File: src/sv/rlb_pkg.sv
// Shared types and constants for the RGB layer blend pipeline.
`default_nettype none

package rlb_pkg;

  localparam int unsigned CHAN_W     = 8;
  localparam int unsigned NUM_CHAN   = 3;
  localparam int unsigned NUM_STAGES = 4;

  // round(n/255) is computed as floor((n + 127) * 32897 / 2^23). This is exact while
  // (n + 127) stays below 66052, which covers every product the blend modes form.
  localparam logic [17:0] DIV_BIAS    = 18'd127;
  localparam logic [31:0] RECIP_255   = 32'd32897;
  localparam int unsigned RECIP_SHIFT = 23;

  typedef enum logic [1:0] {
    MODE_MULTIPLY = 2'd0,
    MODE_SUBTRACT = 2'd1,
    MODE_SCREEN   = 2'd2,
    MODE_OVERLAY  = 2'd3
  } mode_e;

  typedef enum logic [1:0] {
    KIND_DIRECT,
    KIND_INVERT,
    KIND_SUB
  } kind_e;

endpackage

`default_nettype wire

File: src/sv/rlb_chan.sv
// Four-stage datapath that blends one color channel of a top and a bottom pixel.
`default_nettype none

module rlb_chan (
  input  logic                     clk_i,
  input  logic                     en_i,
  input  rlb_pkg::mode_e           mode_i,
  input  logic [rlb_pkg::CHAN_W-1:0] top_i,
  input  logic [rlb_pkg::CHAN_W-1:0] bottom_i,
  output logic [rlb_pkg::CHAN_W-1:0] out_o
);
  import rlb_pkg::*;

  // Stage 1: operand selection.
  logic [CHAN_W:0]   x_d, x_q;
  logic [CHAN_W-1:0] y_d, y_q;
  kind_e             kind1_d, kind1_q;
  logic [CHAN_W-1:0] sub_d, sub1_q;

  // Stage 2: product.
  logic [16:0]       p_q;
  kind_e             kind2_q;
  logic [CHAN_W-1:0] sub2_q;

  // Stage 3: rounded quotient.
  logic [17:0]       n;
  logic [31:0]       recip_prod;
  logic [CHAN_W-1:0] quo_q;
  kind_e             kind3_q;
  logic [CHAN_W-1:0] sub3_q;

  // Stage 4: output.
  logic [CHAN_W-1:0] res_d, res_q;

  always_comb begin
    x_d     = '0;
    y_d     = '0;
    kind1_d = KIND_DIRECT;
    sub_d   = (bottom_i > top_i) ? (bottom_i - top_i) : '0;
    unique case (mode_i)
      MODE_MULTIPLY: begin
        x_d     = {1'b0, top_i};
        y_d     = bottom_i;
        kind1_d = KIND_DIRECT;
      end
      MODE_SUBTRACT: begin
        kind1_d = KIND_SUB;
      end
      MODE_SCREEN: begin
        x_d     = {1'b0, ~top_i};
        y_d     = ~bottom_i;
        kind1_d = KIND_INVERT;
      end
      MODE_OVERLAY: begin
        // The dark half doubles the multiply; the light half doubles the screen term.
        if (!bottom_i[CHAN_W-1]) begin
          x_d     = {top_i, 1'b0};
          y_d     = bottom_i;
          kind1_d = KIND_DIRECT;
        end else begin
          x_d     = {~top_i, 1'b0};
          y_d     = ~bottom_i;
          kind1_d = KIND_INVERT;
        end
      end
      default: begin
        kind1_d = KIND_DIRECT;
      end
    endcase
  end

  assign n          = {1'b0, p_q} + DIV_BIAS;
  assign recip_prod = {14'd0, n} * RECIP_255;

  always_comb begin
    case (kind3_q)
      KIND_DIRECT: res_d = quo_q;
      KIND_INVERT: res_d = ~quo_q;
      KIND_SUB:    res_d = sub3_q;
      default:     res_d = quo_q;
    endcase
  end

  always_ff @(posedge clk_i) begin
    if (en_i) begin
      x_q     <= x_d;
      y_q     <= y_d;
      kind1_q <= kind1_d;
      sub1_q  <= sub_d;

      p_q     <= {8'd0, x_q} * {9'd0, y_q};
      kind2_q <= kind1_q;
      sub2_q  <= sub1_q;

      quo_q   <= recip_prod[RECIP_SHIFT+CHAN_W-1:RECIP_SHIFT];
      kind3_q <= kind2_q;
      sub3_q  <= sub2_q;

      res_q   <= res_d;
    end
  end

  assign out_o = res_q;

endmodule

`default_nettype wire

File: src/sv/rgb_layer_blend.sv
// Top level of the RGB layer blend: stream ports, mode register and pipeline control.
`default_nettype none

// Blends a top and a bottom 8-bit BGR pixel per request, with multiply, subtract,
// screen or overlay chosen by the 2-bit mode register (cfg_we_i/cfg_wdata_i, reset
// to multiply). The block takes one pixel pair every clock while the output is not
// stalled. A result passes through the four pipeline stages: operand selection,
// a 9x8 product, a reciprocal multiply that divides by 255 with rounding, and the
// final select into the output register. When a result waits on a stalled output
// the whole pipeline holds. Write the mode only while idle.
module rgb_layer_blend (
  input  logic        clk_i,
  input  logic        rst_ni,
  input  logic        cfg_we_i,
  input  logic [1:0]  cfg_wdata_i,
  input  logic        s_axis_tvalid,
  output logic        s_axis_tready,
  // top_blue, top_green, top_red, bottom_blue, bottom_green, bottom_red
  input  logic [47:0] s_axis_tdata,
  output logic        m_axis_tvalid,
  input  logic        m_axis_tready,
  // out_blue, out_green, out_red
  output logic [23:0] m_axis_tdata
);
  import rlb_pkg::*;

  mode_e                 mode_d, mode_q;
  logic [NUM_STAGES-1:0] valid_d, valid_q;
  logic                  en;

  assign en            = !valid_q[NUM_STAGES-1] || m_axis_tready;
  assign s_axis_tready = en;
  assign m_axis_tvalid = valid_q[NUM_STAGES-1];

  assign mode_d  = cfg_we_i ? mode_e'(cfg_wdata_i) : mode_q;
  assign valid_d = en ? {valid_q[NUM_STAGES-2:0], s_axis_tvalid} : valid_q;

  always_ff @(posedge clk_i or negedge rst_ni) begin
    if (!rst_ni) begin
      mode_q  <= MODE_MULTIPLY;
      valid_q <= '0;
    end else begin
      mode_q  <= mode_d;
      valid_q <= valid_d;
    end
  end

  for (genvar c = 0; c < NUM_CHAN; c++) begin : g_chan
    rlb_chan u_chan (
      .clk_i    (clk_i),
      .en_i     (en),
      .mode_i   (mode_q),
      .top_i    (s_axis_tdata[c*CHAN_W +: CHAN_W]),
      .bottom_i (s_axis_tdata[(c+NUM_CHAN)*CHAN_W +: CHAN_W]),
      .out_o    (m_axis_tdata[c*CHAN_W +: CHAN_W])
    );
  end

`ifndef ASSERT_OFF
  // Input is refused only when a finished result is waiting on the output.
  assert property (@(posedge clk_i) disable iff (!rst_ni)
    !s_axis_tready |-> (m_axis_tvalid && !m_axis_tready))
    else $error("input stalled without an output backpressure");

  // An advancing pipeline moves each valid bit one stage forward.
  assert property (@(posedge clk_i) disable iff (!rst_ni)
    en |=> (valid_q[NUM_STAGES-1:1] == $past(valid_q[NUM_STAGES-2:0])))
    else $error("valid bits did not shift with the pipeline");

  // A stalled pipeline keeps every valid bit.
  assert property (@(posedge clk_i) disable iff (!rst_ni)
    !en |=> $stable(valid_q))
    else $error("valid bits changed during a stall");

  // An accepted request is captured in the first pipeline stage.
  assert property (@(posedge clk_i) disable iff (!rst_ni)
    (s_axis_tvalid && s_axis_tready) |=> valid_q[0])
    else $error("accepted request was not captured");
`endif

endmodule

`default_nettype wire
File: config.mk
export PLATFORM = sky130hd
export DESIGN_NAME = rgb_layer_blend
export DESIGN_NICKNAME = d
export VERILOG_FILES = /design/src/sv/rlb_pkg.sv /design/src/sv/rlb_chan.sv /design/src/sv/rgb_layer_blend.sv
export SDC_FILE = /design/constraint.sdc
export NUM_CORES = 1
export LEC_CHECK = 0
export BUFFER_PORTS_ARGS = -buffer_cell sky130_fd_sc_hd__buf_4
export CORE_ASPECT_RATIO = 0.9
export CORE_MARGIN = 4
export CORE_UTILIZATION = 54
export CTS_CLUSTER_DIAMETER = 30
export DETAILED_ROUTE_END_ITERATION = 10
export HOLD_SLACK_MARGIN = 0.06
export PLACE_DENSITY = 0.78
export SLEW_MARGIN = 5
export SYNTH_ARGS = -nofsm -noshare
export SYNTH_HDL_FRONTEND = slang
export SYNTH_SLANG_ARGS = --single-unit
File: constraint.sdc
create_clock -name clk_i -period 9.7 [get_ports clk_i]
set_clock_uncertainty 0.2 [all_clocks]
set_input_delay 1.455 -clock clk_i [delete_from_list [all_inputs] [get_ports clk_i]]
set_output_delay 1.455 -clock clk_i [all_outputs]
set_load 0.02 [all_outputs]
==> results of run 1 <==
## final timing paths
path                                             start                           to  slack, ns  depth (start not counted)
setup / recovery               g_chan[1].u_chan.p_q[4]    g_chan[1].u_chan.quo_q[6]       4.23                         18
hold / removal             g_chan[1].u_chan.kind1_q[1]  g_chan[1].u_chan.kind2_q[1]       0.20                          0
setup reg to reg               g_chan[1].u_chan.p_q[4]    g_chan[1].u_chan.quo_q[6]       4.23                         18
hold reg to reg            g_chan[1].u_chan.kind1_q[1]  g_chan[1].u_chan.kind2_q[1]       0.20                          0
max in group asynchronous                       rst_ni                    mode_q[1]       8.70                          1
min in group asynchronous                       rst_ni                    mode_q[1]       0.48                          1
## stage by stage
| step | hold slack [ns] | std cells |
|---|---|---|
| finish | 0.197 | 2682 |
| global route | 0.215 | 2682 |
| CTS | 0.190 | 2682 |
| detailed placement | 0.205 | 2591 |
| global placement | 0.200 | 2591 |
| floorplan | 0.200 | 2024 |
## area by class of cell
class	count	area share, %
Clock inverter	36	1.81
Timing Repair Buffer	84	2.60
Inverter	287	4.44
Multi-Input combinational cell	1455	53.6
Tap cell	525	2.71
Sequential cell	240	29.6
Clock buffer	55	5.23
## cells in the mapped netlist (36+ instances only)
cell type | n | area (um2)
xor2_1 | 36 | 315
ha_1 | 372 | 4650
and2_1 | 110 | 688
o21ai_0 | 51 | 255
edfxtp_1 | 234 | 7030
clkbuf_1 | 39 | 146
a21oi_1 | 60 | 300
inv_1 | 286 | 1070
fa_1 | 132 | 2640
nor3_1 | 40 | 200
nor2_1 | 89 | 334
nand2_1 | 192 | 721
xnor2_1 | 106 | 928
## state kept, by name, indices dropped and copies added, names as in the netlist
| signal | cells |
|---|---|
| g_chan.u_chan.sub3_q | 24 |
| g_chan.u_chan.quo_q | 24 |
| g_chan.u_chan.out_o | 24 |
| g_chan.u_chan.sub1_q | 24 |
| g_chan.u_chan.y_q | 24 |
| g_chan.u_chan.kind2_q | 4 |
| g_chan.u_chan.sub2_q | 24 |
| mode_q | 2 |
| g_chan.u_chan.x_q | 27 |
| g_chan.u_chan.kind1_q | 4 |
| valid_q | 4 |
| g_chan.u_chan.kind3_q | 4 |
| g_chan.u_chan.p_q | 51 |
## cell families after synthesis
| logic type | synth area share [%] |
|---|---|
| adder cells (fa/ha/maj) | 34.1 |
| buffers and inverters | 5.77 |
| flip-flops | 33.5 |
| AO/OA/AOI/OAI | 8.51 |
| AND/OR/NAND/NOR | 12.1 |
| XOR/XNOR | 5.80 |
| multiplexers | 0.304 |
## routing by layer
metal  global-route usage, %  share of wire [%]
met5                       0              0.033
met4                    8.10                3.2
met3                    4.66                6.7
met2                    35.5                 48
met1                    27.6                 42
==> flow_metrics.tcl, run 1 <==
set metrics [dict create \
    run_status "finished, final reports clean" \
    diodes 0 \
    std_cell_rows 68 \
    cp_max_fo 5 \
    fin_area_um2 24300 \
    setup_tns_ns 0 \
    routed_via_density 5.62 \
    grt_pass1_vias 15220 \
    antenna_left 0 \
    grt.total_usage_pct 21.4 \
    yosysSeqAreaShare_pct 33.5 \
    drc_errors 0 \
    cp-end-kind "register" \
    multi_input_area_um2 13000 \
    antenna_found_initial 1 \
    yosys_warnings 0 \
    tightest_slew_ns 1.06 \
    io_pins 81 \
    min_period_over_period_pct 56.4 \
    fillers 3040 \
    die_h_um 197 \
    min_path_type "register to register" \
    max-slew-margin-rel_pct 29.1 \
    num-nets-final 2676 \
    hold_viol 0 \
    postCtsHoldBufs 0 \
    cp_num_buf_inv 0 \
    io_buffers 80 \
    period_needed_ns 5.47 \
    via_count 15068 \
    cts_setup_buffers 0 \
    die_w_um 218 \
    drv_slew 0 \
    final_common_cell "ha_1" \
    final_cell_mix "ha_1 (372), inv_1 (286), edfxtp_1 (234), nand2_1 (192), fa_1 (132)" \
    synth_nets 2583 \
    clk_latency_ns 0.59 \
    seq_area_um2 7180 \
    timing.fmax_mhz 183 \
    routedWlPerCell_um 17.1 \
    initial_core_util_pct 55.2 \
    cts.sinks 240 \
    cap_viol_max_count 0 \
    clockRootBuffer "clkbuf_16" \
    dp_slack_ns 4.28 \
    worstPathArrival_ns 5.67 \
    slowest_delay_ns 0.52 \
    area_delta_synth_final_pct 13.3 \
    grt_max_degree 89 \
    die_area_um2 42900 \
    crit_path_start_kind "register" \
    rsz0062_at_grt "false" \
    cts_tree "built" \
    netlist_area_um2 21400 \
    crit_path_top_delay_cell "nor4_2" \
    path_cells "nor4_2, nand2_1, nor2_1, nor2_1, xor2_1, ha_1, ha_1, fa_1, ha_1, ha_1, a211oi_1, o21ai_1, a221oi_1, a2bb2oi_1, o31ai_1, o211ai_1, nor2_1, a211oi_1" \
    core-area_um2 38800 \
    htree_num_levels 2 \
    worst-setup-path-type "register to register" \
    clock_path_buffers 3 \
    grt_pass1_wl_um 74300 \
    grt-ovfl-total 0 \
    cts_buffers 49 \
    syn-instance-count 2024 \
    yosys_register_bits 240 \
    synth_cell_types 69 \
    place_congestion 0.894 \
    final_layout_size_suffix_gt1_share_pct 8.76 \
    cts_resized 0 \
    drtIter0Drc 927 \
    place_area_um2 22600 \
    avgSynthCellArea_um2 10.6 \
    clk_pin_slew_ns 0.05 \
    worst_slack_ns 4.23 \
    final_core_util_pct 62.6 \
    first_pass_iters 6 \
    place_hpwl_um 36000 \
    synthFlopType "edfxtp_1" \
    routed_wl_um 45900 \
    setup_violations 0 \
    async_flop_share_pct 2.50 \
    crit_top_cell "ha_1" \
    synth_edf_count 234 \
    critical-path-top-delay-family "compound AO/OA/AOI/OAI gates" \
    required_ns 9.91 \
]
Power of run 1 is not shown: default switching activity piles up to over one toggle a cycle in this logic, so the estimate is an artifact.
==> inputs of run 2 (changes only) <==
Settings changed: ABC_AREA set to 1, PLACE_DENSITY 0.78 to 0.81.
Clock period 9.7 ns to 4.87 ns, I/O delays scaled along.
==> run 2 against run 1 <==
  * Global-route usage is 3.0 points higher
  * Worst hold slack worse by 0.039 ns
  * Die area is 8.0% higher
  * Sequential share of layout area is 2.5 points lower
  * Design area is 9.3% higher
  * Count of clock-buffer cells in the layout is 2 higher
  * Non-clock buffer count is 56 higher
  * Largest cell class unchanged
==> flow_metrics.tcl, run 2 <==
set metrics [dict create \
    run_status "finished, final reports clean" \
    clockRootBuffer "clkbuf_16" \
    final_common_cell "nand2_1" \
    reg2regPathDepth 17 \
    yosys_register_bits 240 \
    cts.sinks 240 \
    htree_num_levels 2 \
    first_pass_iters 5 \
    slowest_delay_ns 0.54 \
    final_layout_size_suffix_gt1_share_pct 9.82 \
    cap_viol_max_count 0 \
    routedWlPerCell_um 16.7 \
    place_hpwl_um 43800 \
    place_congestion 0.961 \
    yosys-top-cells-area "edfxtp_1 (30%), ha_1 (20%), fa_1 (11%), nand2_1 (10%), inv_1 (7.8%)" \
    via_count 18317 \
    antenna_left 0 \
    period_needed_ns 4.66 \
    required_ns 5.00 \
    largest_register "g_chan.u_chan.p_q" \
    clk_latency_ns 0.59 \
    ff2ff_setup_slack_ns 0.21 \
    std_cell_rows 71 \
    reg_top3 "g_chan.u_chan.p_q x51, g_chan.u_chan.x_q x27" \
    diodes 0 \
    clock_path_buffers 3 \
    routed_via_density 5.44 \
    grt-ovfl-total 0 \
    critical-path-top-delay-family "adder cells" \
    synthFlopType "edfxtp_1" \
    min_to "mode_q[1]" \
    hold_viol 0 \
    crit_path_top_delay_cell "fa_1" \
    yosysSeqAreaShare_pct 30.9 \
    synth_edf_count 234 \
    routed_wl_um 56300 \
    num-nets-final 3339 \
    synth_nets 3216 \
    cts_buffers 51 \
    max-slew-margin-rel_pct 20.7 \
    path_cells "buf_4, nand2_1, inv_1, fa_1, inv_1, fa_1, fa_1, fa_1, inv_1, ha_1, a21oi_1, o21ai_0, inv_1, nand3_2, nand4_1, nand3_1, xor2_1" \
    cp_num_buf_inv 5 \
    setup_violations 0 \
    r2r_end "g_chan[0].u_chan.p_q[16]" \
    yosysMostFrequentCell "nand2_1" \
    cp_max_fo 7 \
    avgSynthCellArea_um2 8.73 \
    final_core_util_pct 63.0 \
    grt_pass1_vias 18103 \
    die_area_um2 46400 \
    cp-end-kind "register" \
    grt_max_degree 99 \
    min_path_cells 3 \
    worstPathArrival_ns 4.80 \
    crit_path_start_kind "register" \
    hp-start "cfg_wdata_i[1]" \
    grt.total_usage_pct 24.4 \
    min_period_over_period_pct 95.7 \
    regToRegStartpoint "g_chan[0].u_chan.x_q[3]" \
    core-area_um2 42100 \
    final_cell_mix "nand2_1 (615), inv_1 (484), ha_1 (371), edfxtp_1 (234), buf_4 (139)" \
    tightest_slew_ns 1.19 \
    antenna_found_initial 0 \
    worst-setup-path-type "register to register" \
    cts_tree "built" \
    yosys_warnings 0 \
    synth_top_area_share_pct 30.3 \
    synthTopCellsByCount "nand2_1 (617), inv_1 (484), ha_1 (372)" \
    io_pins 81 \
    drtIter0Drc 1464 \
    drc_errors 0 \
    async_flop_share_pct 2.50 \
    timing.fmax_mhz 215 \
    initial_core_util_pct 55.1 \
    area_delta_synth_final_pct 14.4 \
    die_h_um 205 \
    largest_reg_flops 51 \
    drv_slew 0 \
    die_w_um 227 \
    synth_cell_types 52 \
    io_buffers 80 \
    min_path_type "primary input to register" \
    yosysTopAreaCell "edfxtp_1" \
    netlist_area_um2 23200 \
    clk_pin_slew_ns 0.05 \
    grt_pass1_wl_um 91800 \
    syn-instance-count 2657 \
]
run 2: layer usage:
layer	vias up	share of wire, %	track usage [%]
met3	113	6.9	3.61
met5	-	0	0
met4	0	2.7	7.98
met2	690	45	38.0
met1	8556	46	35.3
li1	8958	-	-
run 2: logic make-up (layout without fill, tap and decap cells):
logic type / count (synthesis) / after routing / share of synthesized area [%]
xor gates and xnor gates: 102 / 102 / 3.98
buffers and inverters: 559 / 724 / 9.06
DFF: 240 / 240 / 30.9
AOI/OAI and AO/OA: 359 / 359 / 8.70
muxes: 2 / 2 / 0.0970
and+or+nand+nor: 891 / 891 / 15.8
adders and majority gates: 504 / 504 / 31.4
run 2: through the flow:
| stage | cell area [um2] | TNS [ns] | hold WS (ns) | setup WS (ns) | std cells |
|---|---|---|---|---|---|
| 2_1_floorplan | 23200 | 0 | 0.200 | 0.286 | 2657 |
| 3_3_place_gp | 24400 | 0 | 0.202 | 0.325 | 3239 |
| 3_5_place_dp | 24400 | 0 | 0.205 | 0.232 | 3239 |
| 4_1_cts | 26200 | 0 | 0.131 | 0.120 | 3335 |
| 5_1_grt | 26500 | -0.440 | 0.140 | -0.124 | 3369 |
| 6_report | 26500 | 0 | 0.157 | 0.209 | 3369 |
run 2: worst reg2reg max path: cells and delay by family (launching register included):
family                   cells  cell delay [ns]
AO/OA/AOI/OAI                2             0.32
buffers and inverters        5             0.43
adder cells (fa/ha/maj)      5             2.43
AND/OR/NAND/NOR              4             0.45
flip-flops                   1             0.40
XOR/XNOR                     1             0.16
run 2: worst max-delay path by stage:
stage,from,end,slack [ns],cells after the start
final,g_chan[0].u_chan.x_q[3],g_chan[0].u_chan.p_q[16],0.21,17
after global routing,g_chan[0].u_chan.p_q[3],g_chan[0].u_chan.quo_q[3],-0.12,22
after CTS,g_chan[0].u_chan.y_q[3],g_chan[0].u_chan.p_q[16],0.12,19
after detailed placement,g_chan[1].u_chan.x_q[5],g_chan[1].u_chan.p_q[16],0.23,14
after global placement,g_chan[0].u_chan.x_q[1],g_chan[0].u_chan.p_q[16],0.33,17
after floorplan,m_axis_tready,s_axis_tready,0.29,2
run 2: timing repair:
action / CTS / global route
endpoints found under the setup margin: 0 / 13
resized for setup: 0 / 20
hold endpoints to repair: 6 / 0
buffers inserted: 0 / 34
hold buffers: 1 / 0
run 2: layout make-up:
cell class / instances / area, um2
clock buffer: 57 / 1360
clock inverter: 38 / 404
inverter: 489 / 1840
tap: 547 / 684
sequential: 240 / 7180
multi-input combinational: 1858 / 14000
fill: 3377 / 15600
timing repair buffer: 140 / 1050
Power of run 2 is left out for the same reason.
